$ cat src/rtl/mrpt_pkg.sv
// Shared constants, command and status types for the Miller-Rabin test unit.
package mrpt_pkg;

   localparam int VALUE_WIDTH = 63;
   localparam int CAND_WIDTH  = 63;
   localparam int CFG_WIDTH   = 4;
   localparam int MAX_ROUNDS  = 10;
   localparam int COUNT_WIDTH = $clog2(VALUE_WIDTH);
   localparam int ROUND_WIDTH = $clog2(MAX_ROUNDS + 1);
   localparam logic [CFG_WIDTH-1:0] ROUND_COUNT_RESET = CFG_WIDTH'(10);

   typedef logic [VALUE_WIDTH-1:0] value_type;

   // datapath operations
   localparam logic [3:0] OP_NONE       = 4'd0;
   localparam logic [3:0] OP_LOAD       = 4'd1;
   localparam logic [3:0] OP_STRIP      = 4'd2;
   localparam logic [3:0] OP_WITNESS    = 4'd3;
   localparam logic [3:0] OP_REDUCE     = 4'd4;
   localparam logic [3:0] OP_POW_INIT   = 4'd5;
   localparam logic [3:0] OP_WB_ACC     = 4'd6;
   localparam logic [3:0] OP_WB_BASE    = 4'd7;
   localparam logic [3:0] OP_WB_SQ      = 4'd8;
   localparam logic [3:0] OP_NEXT_ROUND = 4'd9;

   // multiplier operand selection
   localparam logic [1:0] MSEL_ACC_BASE  = 2'd0;
   localparam logic [1:0] MSEL_BASE_BASE = 2'd1;
   localparam logic [1:0] MSEL_ACC_ACC   = 2'd2;

   typedef struct packed {
      logic [3:0] op;
      logic       mul_start;
      logic [1:0] mul_sel;
   } cmd_type;

   typedef struct packed {
      logic n_lt2;
      logic n_eq2;
      logic n_odd;
      logic r_lsb;
      logic a_ge_n;
      logic a_zero;
      logic rounds_done;
      logic e_zero;
      logic e_lsb;
      logic j_eq_d;
      logic mul_done;
      logic sq_fail;
      logic acc_one;
   } status_type;

   // first ten primes, used as witnesses in order
   function automatic value_type witness(input logic [ROUND_WIDTH-1:0] idx);
      logic [7:0] w;
      case (idx)
         ROUND_WIDTH'(0): w = 8'd2;
         ROUND_WIDTH'(1): w = 8'd3;
         ROUND_WIDTH'(2): w = 8'd5;
         ROUND_WIDTH'(3): w = 8'd7;
         ROUND_WIDTH'(4): w = 8'd11;
         ROUND_WIDTH'(5): w = 8'd13;
         ROUND_WIDTH'(6): w = 8'd17;
         ROUND_WIDTH'(7): w = 8'd19;
         ROUND_WIDTH'(8): w = 8'd23;
         ROUND_WIDTH'(9): w = 8'd29;
         default:         w = 8'd2;
      endcase
      return VALUE_WIDTH'(w);
   endfunction

endpackage

$ cat src/rtl/mrpt_modmul.sv
// Shift-and-add modular multiplier, one bit of the multiplier per cycle.
module mrpt_modmul (
   input  logic                clock,
   input  logic                reset,
   input  logic                start,
   input  mrpt_pkg::value_type x,
   input  mrpt_pkg::value_type y,
   input  mrpt_pkg::value_type m,
   output logic                done,
   output mrpt_pkg::value_type product
);
   import mrpt_pkg::*;

   value_type x_ff, x_in;
   value_type y_ff, y_in;
   value_type acc_ff, acc_in;
   logic      busy_ff, busy_in;

   // operands are below m, so one conditional subtract brings the sum back
   function automatic value_type add_mod(input value_type a, input value_type b,
                                         input value_type md);
      logic [VALUE_WIDTH:0] sum;
      logic [VALUE_WIDTH:0] diff;
      sum  = {1'b0, a} + {1'b0, b};
      diff = sum - {1'b0, md};
      if (sum >= {1'b0, md}) begin
         return diff[VALUE_WIDTH-1:0];
      end
      return sum[VALUE_WIDTH-1:0];
   endfunction

   always_comb begin
      x_in    = x_ff;
      y_in    = y_ff;
      acc_in  = acc_ff;
      busy_in = busy_ff;
      if (start) begin
         x_in    = x;
         y_in    = y;
         acc_in  = '0;
         busy_in = 1'b1;
      end else if (busy_ff) begin
         if (y_ff == '0) begin
            busy_in = 1'b0;
         end else begin
            if (y_ff[0]) begin
               acc_in = add_mod(acc_ff, x_ff, m);
            end
            x_in = add_mod(x_ff, x_ff, m);
            y_in = y_ff >> 1;
         end
      end
   end

   always_ff @(posedge clock) begin
      if (reset) begin
         busy_ff <= 1'b0;
      end else begin
         busy_ff <= busy_in;
      end
      x_ff   <= x_in;
      y_ff   <= y_in;
      acc_ff <= acc_in;
   end

   assign done    = busy_ff && (y_ff == '0);
   assign product = acc_ff;

endmodule

$ cat src/rtl/mrpt_datapath.sv
// Datapath: candidate, exponent, witness and accumulator registers and the multiplier.
module mrpt_datapath (
   input  logic                                  clock,
   input  logic                                  reset,
   input  mrpt_pkg::cmd_type                     cmd,
   output mrpt_pkg::status_type                  status,
   input  logic [mrpt_pkg::CAND_WIDTH-1:0]       req_candidate,
   input  logic                                  csr_write_enable,
   input  logic [mrpt_pkg::CFG_WIDTH-1:0]        csr_write_data
);
   import mrpt_pkg::*;

   logic [CFG_WIDTH-1:0]   round_count_ff;
   value_type              n_ff, n_in;
   value_type              nm1_ff, nm1_in;
   value_type              r_ff, r_in;
   value_type              e_ff, e_in;
   value_type              a_ff, a_in;
   value_type              acc_ff, acc_in;
   value_type              base_ff, base_in;
   logic [COUNT_WIDTH-1:0] d_ff, d_in;
   logic [COUNT_WIDTH-1:0] j_ff, j_in;
   logic [ROUND_WIDTH-1:0] round_ff, round_in;
   logic [ROUND_WIDTH-1:0] rounds_ff, rounds_in;
   value_type              cand;
   value_type              mul_x, mul_y, product;
   logic                   mul_done;

   assign cand = req_candidate[VALUE_WIDTH-1:0];

   always_comb begin
      if (round_count_ff == '0) begin
         rounds_in = ROUND_WIDTH'(1);
      end else if (round_count_ff > CFG_WIDTH'(MAX_ROUNDS)) begin
         rounds_in = ROUND_WIDTH'(MAX_ROUNDS);
      end else begin
         rounds_in = ROUND_WIDTH'(round_count_ff);
      end
   end

   always_comb begin
      mul_x = acc_ff;
      mul_y = base_ff;
      case (cmd.mul_sel)
         MSEL_ACC_BASE: begin
            mul_x = acc_ff;
            mul_y = base_ff;
         end
         MSEL_BASE_BASE: begin
            mul_x = base_ff;
            mul_y = base_ff;
         end
         MSEL_ACC_ACC: begin
            mul_x = acc_ff;
            mul_y = acc_ff;
         end
         default: begin
            mul_x = acc_ff;
            mul_y = base_ff;
         end
      endcase
   end

   mrpt_modmul u_modmul (
      .clock   (clock),
      .reset   (reset),
      .start   (cmd.mul_start),
      .x       (mul_x),
      .y       (mul_y),
      .m       (n_ff),
      .done    (mul_done),
      .product (product)
   );

   always_comb begin
      n_in     = n_ff;
      nm1_in   = nm1_ff;
      r_in     = r_ff;
      e_in     = e_ff;
      a_in     = a_ff;
      acc_in   = acc_ff;
      base_in  = base_ff;
      d_in     = d_ff;
      j_in     = j_ff;
      round_in = round_ff;
      case (cmd.op)
         OP_NONE: begin
         end
         OP_LOAD: begin
            n_in     = cand;
            nm1_in   = cand - VALUE_WIDTH'(1);
            r_in     = cand - VALUE_WIDTH'(1);
            d_in     = '0;
            round_in = '0;
         end
         OP_STRIP: begin
            r_in = r_ff >> 1;
            d_in = d_ff + COUNT_WIDTH'(1);
         end
         OP_WITNESS: begin
            a_in = witness(round_ff);
         end
         OP_REDUCE: begin
            a_in = a_ff - n_ff;
         end
         OP_POW_INIT: begin
            acc_in  = VALUE_WIDTH'(1);
            base_in = a_ff;
            e_in    = r_ff;
            j_in    = '0;
         end
         OP_WB_ACC: begin
            acc_in = product;
         end
         OP_WB_BASE: begin
            base_in = product;
            e_in    = e_ff >> 1;
         end
         OP_WB_SQ: begin
            acc_in = product;
            j_in   = j_ff + COUNT_WIDTH'(1);
         end
         OP_NEXT_ROUND: begin
            round_in = round_ff + ROUND_WIDTH'(1);
         end
         default: begin
         end
      endcase
   end

   always_ff @(posedge clock) begin
      if (reset) begin
         round_count_ff <= ROUND_COUNT_RESET;
      end else if (csr_write_enable) begin
         round_count_ff <= csr_write_data;
      end
      if (cmd.op == OP_LOAD) begin
         rounds_ff <= rounds_in;
      end
      n_ff     <= n_in;
      nm1_ff   <= nm1_in;
      r_ff     <= r_in;
      e_ff     <= e_in;
      a_ff     <= a_in;
      acc_ff   <= acc_in;
      base_ff  <= base_in;
      d_ff     <= d_in;
      j_ff     <= j_in;
      round_ff <= round_in;
   end

   always_comb begin
      status.n_lt2       = (n_ff[VALUE_WIDTH-1:1] == '0);
      status.n_eq2       = (n_ff == VALUE_WIDTH'(2));
      status.n_odd       = n_ff[0];
      status.r_lsb       = r_ff[0];
      status.a_ge_n      = (a_ff >= n_ff);
      status.a_zero      = (a_ff == '0);
      status.rounds_done = (round_ff == rounds_ff);
      status.e_zero      = (e_ff == '0);
      status.e_lsb       = e_ff[0];
      status.j_eq_d      = (j_ff == d_ff);
      status.mul_done    = mul_done;
      // a square of one from anything but one or minus one exposes a composite
      status.sq_fail     = (product == VALUE_WIDTH'(1)) && (acc_ff != VALUE_WIDTH'(1))
                           && (acc_ff != nm1_ff);
      status.acc_one     = (acc_ff == VALUE_WIDTH'(1));
   end

endmodule

$ cat src/rtl/mrpt_ctrl.sv
// Controller: sequences the trial rounds and holds the result register.
module mrpt_ctrl (
   input  logic                 clock,
   input  logic                 reset,
   input  logic                 req_valid,
   output logic                 req_ready,
   output logic                 rsp_valid,
   input  logic                 rsp_ready,
   output logic                 rsp_is_prime,
   output mrpt_pkg::cmd_type    cmd,
   input  mrpt_pkg::status_type status
);
   import mrpt_pkg::*;

   localparam logic [3:0] S_IDLE      = 4'd0;
   localparam logic [3:0] S_CLASSIFY  = 4'd1;
   localparam logic [3:0] S_STRIP     = 4'd2;
   localparam logic [3:0] S_WITNESS   = 4'd3;
   localparam logic [3:0] S_REDUCE    = 4'd4;
   localparam logic [3:0] S_POW_BIT   = 4'd5;
   localparam logic [3:0] S_WAIT_ACC  = 4'd6;
   localparam logic [3:0] S_POW_SQR   = 4'd7;
   localparam logic [3:0] S_WAIT_BASE = 4'd8;
   localparam logic [3:0] S_SQ_CHECK  = 4'd9;
   localparam logic [3:0] S_WAIT_SQ   = 4'd10;
   localparam logic [3:0] S_DONE      = 4'd11;

   logic [3:0] state_ff, state_in;
   logic       res_ff, res_in;
   logic       rsp_valid_ff, rsp_valid_in;
   logic       is_prime_ff, is_prime_in;

   assign req_ready    = (state_ff == S_IDLE);
   assign rsp_valid    = rsp_valid_ff;
   assign rsp_is_prime = is_prime_ff;

   always_comb begin
      state_in      = state_ff;
      res_in        = res_ff;
      rsp_valid_in  = rsp_valid_ff && !rsp_ready;
      is_prime_in   = is_prime_ff;
      cmd.op        = OP_NONE;
      cmd.mul_start = 1'b0;
      cmd.mul_sel   = MSEL_ACC_BASE;
      case (state_ff)
         S_IDLE: begin
            if (req_valid) begin
               cmd.op   = OP_LOAD;
               state_in = S_CLASSIFY;
            end
         end
         S_CLASSIFY: begin
            if (status.n_lt2 || (!status.n_eq2 && !status.n_odd)) begin
               res_in   = 1'b0;
               state_in = S_DONE;
            end else if (status.n_eq2) begin
               res_in   = 1'b1;
               state_in = S_DONE;
            end else begin
               state_in = S_STRIP;
            end
         end
         S_STRIP: begin
            // shift out the factors of two from n-1
            if (!status.r_lsb) begin
               cmd.op = OP_STRIP;
            end else begin
               state_in = S_WITNESS;
            end
         end
         S_WITNESS: begin
            if (status.rounds_done) begin
               res_in   = 1'b1;
               state_in = S_DONE;
            end else begin
               cmd.op   = OP_WITNESS;
               state_in = S_REDUCE;
            end
         end
         S_REDUCE: begin
            if (status.a_ge_n) begin
               cmd.op = OP_REDUCE;
            end else if (status.a_zero) begin
               cmd.op   = OP_NEXT_ROUND;
               state_in = S_WITNESS;
            end else begin
               cmd.op   = OP_POW_INIT;
               state_in = S_POW_BIT;
            end
         end
         S_POW_BIT: begin
            if (status.e_zero) begin
               state_in = S_SQ_CHECK;
            end else if (status.e_lsb) begin
               cmd.mul_start = 1'b1;
               cmd.mul_sel   = MSEL_ACC_BASE;
               state_in      = S_WAIT_ACC;
            end else begin
               state_in = S_POW_SQR;
            end
         end
         S_WAIT_ACC: begin
            if (status.mul_done) begin
               cmd.op   = OP_WB_ACC;
               state_in = S_POW_SQR;
            end
         end
         S_POW_SQR: begin
            cmd.mul_start = 1'b1;
            cmd.mul_sel   = MSEL_BASE_BASE;
            state_in      = S_WAIT_BASE;
         end
         S_WAIT_BASE: begin
            cmd.mul_sel = MSEL_BASE_BASE;
            if (status.mul_done) begin
               cmd.op   = OP_WB_BASE;
               state_in = S_POW_BIT;
            end
         end
         S_SQ_CHECK: begin
            if (status.j_eq_d) begin
               if (status.acc_one) begin
                  cmd.op   = OP_NEXT_ROUND;
                  state_in = S_WITNESS;
               end else begin
                  res_in   = 1'b0;
                  state_in = S_DONE;
               end
            end else begin
               cmd.mul_start = 1'b1;
               cmd.mul_sel   = MSEL_ACC_ACC;
               state_in      = S_WAIT_SQ;
            end
         end
         S_WAIT_SQ: begin
            cmd.mul_sel = MSEL_ACC_ACC;
            if (status.mul_done) begin
               if (status.sq_fail) begin
                  res_in   = 1'b0;
                  state_in = S_DONE;
               end else begin
                  cmd.op   = OP_WB_SQ;
                  state_in = S_SQ_CHECK;
               end
            end
         end
         S_DONE: begin
            // hold the answer until the output register is free
            if (!rsp_valid_ff || rsp_ready) begin
               rsp_valid_in = 1'b1;
               is_prime_in  = res_ff;
               state_in     = S_IDLE;
            end
         end
         default: begin
            state_in = S_IDLE;
         end
      endcase
   end

   always_ff @(posedge clock) begin
      if (reset) begin
         state_ff     <= S_IDLE;
         rsp_valid_ff <= 1'b0;
      end else begin
         state_ff     <= state_in;
         rsp_valid_ff <= rsp_valid_in;
      end
      res_ff      <= res_in;
      is_prime_ff <= is_prime_in;
   end

endmodule

$ cat src/rtl/miller_rabin_primality_test_unit.sv
// Top level of the Miller-Rabin primality test unit.
//
// req_candidate is taken on req_valid & req_ready; rsp_is_prime is offered
// on rsp_valid until rsp_ready. One candidate is worked on at a time: req_ready
// is high only while the sequencer is idle, and a finished answer is parked in
// the output register so the next candidate may enter while it waits.
// Values below two, two itself and even values are answered from the classify
// state without running any round. Odd values first strip each factor of two
// from n-1, then per round run a modular power and the trailing squarings.
// Each modular multiplication steps through the significant bits of its second
// operand in the shared shift-and-add multiplier, which sets the rate.
// The round count is written through csr_write_enable/csr_write_data while the
// unit is idle; 0 acts as 1 and values above ten act as ten.
// Reset sets the round count to ten, empties the output register and returns
// the sequencer to idle. A stalled receiver holds the answer in place and
// keeps the next finished item in the sequencer until the register frees.
module miller_rabin_primality_test_unit (
   input  logic                              clock,
   input  logic                              reset,
   input  logic                              req_valid,
   output logic                              req_ready,
   input  logic [mrpt_pkg::CAND_WIDTH-1:0]   req_candidate,
   output logic                              rsp_valid,
   input  logic                              rsp_ready,
   output logic                              rsp_is_prime,
   input  logic                              csr_write_enable,
   input  logic [mrpt_pkg::CFG_WIDTH-1:0]    csr_write_data
);
   import mrpt_pkg::*;

   cmd_type    cmd;
   status_type status;

   mrpt_ctrl u_ctrl (
      .clock        (clock),
      .reset        (reset),
      .req_valid    (req_valid),
      .req_ready    (req_ready),
      .rsp_valid    (rsp_valid),
      .rsp_ready    (rsp_ready),
      .rsp_is_prime (rsp_is_prime),
      .cmd          (cmd),
      .status       (status)
   );

   mrpt_datapath u_datapath (
      .clock            (clock),
      .reset            (reset),
      .cmd              (cmd),
      .status           (status),
      .req_candidate    (req_candidate),
      .csr_write_enable (csr_write_enable),
      .csr_write_data   (csr_write_data)
   );

endmodule
$ cat config.mk
export PLATFORM = sky130hd
export DESIGN_NAME = miller_rabin_primality_test_unit
export DESIGN_NICKNAME = d
export VERILOG_FILES = /design/src/rtl/mrpt_pkg.sv /design/src/rtl/mrpt_modmul.sv /design/src/rtl/mrpt_datapath.sv /design/src/rtl/mrpt_ctrl.sv /design/src/rtl/miller_rabin_primality_test_unit.sv
export SDC_FILE = /design/constraint.sdc
export NUM_CORES = 2
export LEC_CHECK = 0
export BUFFER_PORTS_ARGS = -buffer_cell sky130_fd_sc_hd__buf_2
export CAP_MARGIN = 20
export CORE_UTILIZATION = 40
export CTS_BUF_LIST = sky130_fd_sc_hd__clkbuf_4
export CTS_CLUSTER_DIAMETER = 60
export DETAILED_ROUTE_END_ITERATION = 10
export REMOVE_ABC_BUFFERS = 1
export SETUP_SLACK_MARGIN = 0.5
export SLEW_MARGIN = 20
export SYNTH_ARGS = -nofsm -noshare
export SYNTH_HDL_FRONTEND = slang
export SYNTH_SLANG_ARGS = --single-unit
export TNS_END_PERCENT = 5
$ cat constraint.sdc
create_clock -name clock -period 8.04 [get_ports clock]
set_clock_uncertainty 0.2 [all_clocks]
set_input_delay 0 -clock clock [delete_from_list [all_inputs] [get_ports clock]]
set_output_delay 0 -clock clock [all_outputs]
set_load 0.02 [all_outputs]
==> reports/metrics.csv <==
metric,value,unit
status,finished clean,
utilization,45.5,%
clock-sinks,667,
netlist.top_cell.by_area,edfxtp_1,
synth_area_per_cell,9.66,sq um
drc,0,
cp.arrival,7.90,ns
synth_cell_types,92,
max_slew.worst_pin.slew,1.22,ns
cts_buffers,178,
die_x,339,microns
core,0.112,sq mm
yosys_warnings,0,
clk_pin_slew_worst_paths,0.08,ns
hpwl,133000,microns
startpoint_type,flip-flop,
vias,39700,
finalSetupViolCount,0,
multiInputGateArea,0.0248,sq mm
drive_gt1_share,13.0,%
antenna_found_initial,7,
clock_latency,1.09,ns
synth.area.top_cells,"edfxtp_1 39%, ha_1 7.2%, mux2_2 4.7%, nand2_1 4.4%, a21oi_1 3.8%",
avgRoutedWirePerCell,26.2,microns
holdWs,0.135,ns
synth_edf_count,589,
avgViaCountPerCell,6.03,
ant_nets,0,
setup_ws,0.913,ns
cts_buffer_depth,3,
leakagePower,0.0197,uW
ir_worst_vdd,0.000250,V
fmaxAchievable,140,MHz
die_area,0.115,sq mm
seq_area_frac_synth,42.4,%
place.port_buffers,74,
final_common_cell,edfxtp_1,
nets,5258,
async_reset_ff_share,0,%
worst-path-max-fanout,18,
fillers,10800,
worst_setup_path_end_kind,flip-flop,
total_power,23700,uW
hold_class,primary input to flip-flop,
clockRootBuffer,clkbuf_4,
grt_pass1_vias,37100,
dp_worst_setup_slack,0.606,ns
synth_top_area_share,38.9,%
die_h,339,microns
worstSetupPathType,flip-flop to flip-flop,
fin_crit,7.13,ns
gp_congestion,1.05,
syn_inst,4703,
power_density,463,mW/mm^2
htree_levels,4,
final_hold_viol_count,0,
max-cap-violations,0,
period_share,88.6,%
pin_count,75,
grt_max_degree,115,
grt_overflow_total,0,
final_cell_mix,"589 x edfxtp_1, 532 x nand2_1, 346 x a21oi_1, 323 x nor2_1, 266 x o21ai_0",
rsz0062_at_grt,false,
initial_core_util,40.4,%
area_growth,12.6,%
ys_ff_latch,667,
netlist_area,0.0454,sq mm
drtPass1Iterations,6,
rows,123,
drv_slew,0,
register_area,0.0192,sq mm
worst-endpoint-required,8.81,ns
wl,172000,microns
grt_use_total,29.2,%
ys.flop_type,edfxtp_1,
cts_tree,done,
slew_headroom,17.7,%
initialDrtViolationCount,5012,
grt_pass1_wl,248000,microns
metrics by stage:
step	instance area, sq um	TNS (ns)	cells
4_1_cts	51100	0	6560
6_report	51100	0	6574
5_1_grt	51100	0	6569
3_5_place_dp	47300	0	6087
2_1_floorplan	44500	-929.78	4470
3_3_place_gp	47300	0	6087
power breakdown:
group          leakage, uW  switching, uW  internal, uW
combinational       0.0124           9390          5230
clock              0.00133           1540          1510
sequential         0.00602           1020          5000
metal layers:
metal  global-route usage (%)  vias to the layer above  wire (microns)
li1                         -                    18200               -
met1                     40.3                    19200           73500
met2                     43.1                     1974           73600
met3                     6.60                      329           16900
met4                     13.9                        0            8430
met5                        0                        -               0
critical path, stage by stage (launching register included):
cell and delay [ns]:
edfxtp_1 0.44, ha_1 0.38, o21ai_0 0.12, o211ai_1 0.36, nand2_1 0.16, o31ai_1 0.51
nand4_1 0.25, and2_1 0.24, o21ai_0 0.37, a41oi_1 0.20, xnor2_1 0.26, ha_1 0.35
a21oi_1 0.37, nand4_1 0.13, nor3_1 0.37, o21ai_2 0.22, a211oi_1 0.71, o221a_2 0.63
buf_4 0.33, nand2_1 0.08, a311oi_1 0.29
path summary, 6_finish.rpt:
path	start	end	slack [ns]	cells past startpoint
worst max-delay path	u_datapath.u_modmul.x_ff[2]	u_datapath.u_modmul.product[6]	0.91	20
worst max register to register	u_datapath.u_modmul.x_ff[2]	u_datapath.u_modmul.product[6]	0.91	20
worst min register to register	u_ctrl.res_ff	u_ctrl.rsp_is_prime	0.23	0
worst min-delay path	req_candidate[39]	u_datapath.n_ff[39]	0.13	3
repair_timing:
item	CTS	global route
setup buffers	0	0
hold buffers	154	0
resized for setup	0	2
hold endpoints to repair	392	0
setup endpoints to repair	0	55
synthesized netlist by cell type (12+ instances only):
library cell,instances
nor2b_1,38
mux2i_1,78
nor4_1,147
a21oi_1,347
inv_1,153
a211oi_1,74
nor3_1,68
dfxtp_1,78
o21ai_0,266
edfxtp_1,589
a41oi_1,12
nand3_1,67
a31oi_1,85
ha_1,260
o21a_1,37
clkbuf_1,212
xnor2_1,181
and2_1,87
nand2_1,538
xor2_1,183
o211ai_1,30
nand2b_1,25
o31ai_1,19
a211o_1,15
or3_1,21
a21o_1,123
mux2_2,191
nand4_1,109
nor2_1,324
a311oi_1,23
o21bai_1,44
and3_1,26
final cells by class:
cell class                      instances  area share [%]
Clock inverter                         61           0.590
Multi-Input combinational cell       3650            48.6
Tap cell                             1500            3.67
Inverter                              153            1.13
Antenna cell                           13          0.0636
Clock buffer                          258            3.79
Sequential cell                       667            37.6
Timing Repair Buffer                  272            4.52
kinds of logic (layout without fill, tap and decap cells):
kind of cell,Yosys count,in the layout,synth area share [%]
compound gates,1221,1221,17.0
xor+xnor,369,369,7.20
fa+ha+maj,264,264,7.34
buf+inv,386,744,3.23
flops,667,667,42.4
mux,271,271,6.50
other cells,0,13,0
simple gates,1525,1525,16.3
Power figures use the tool's default switching activity.
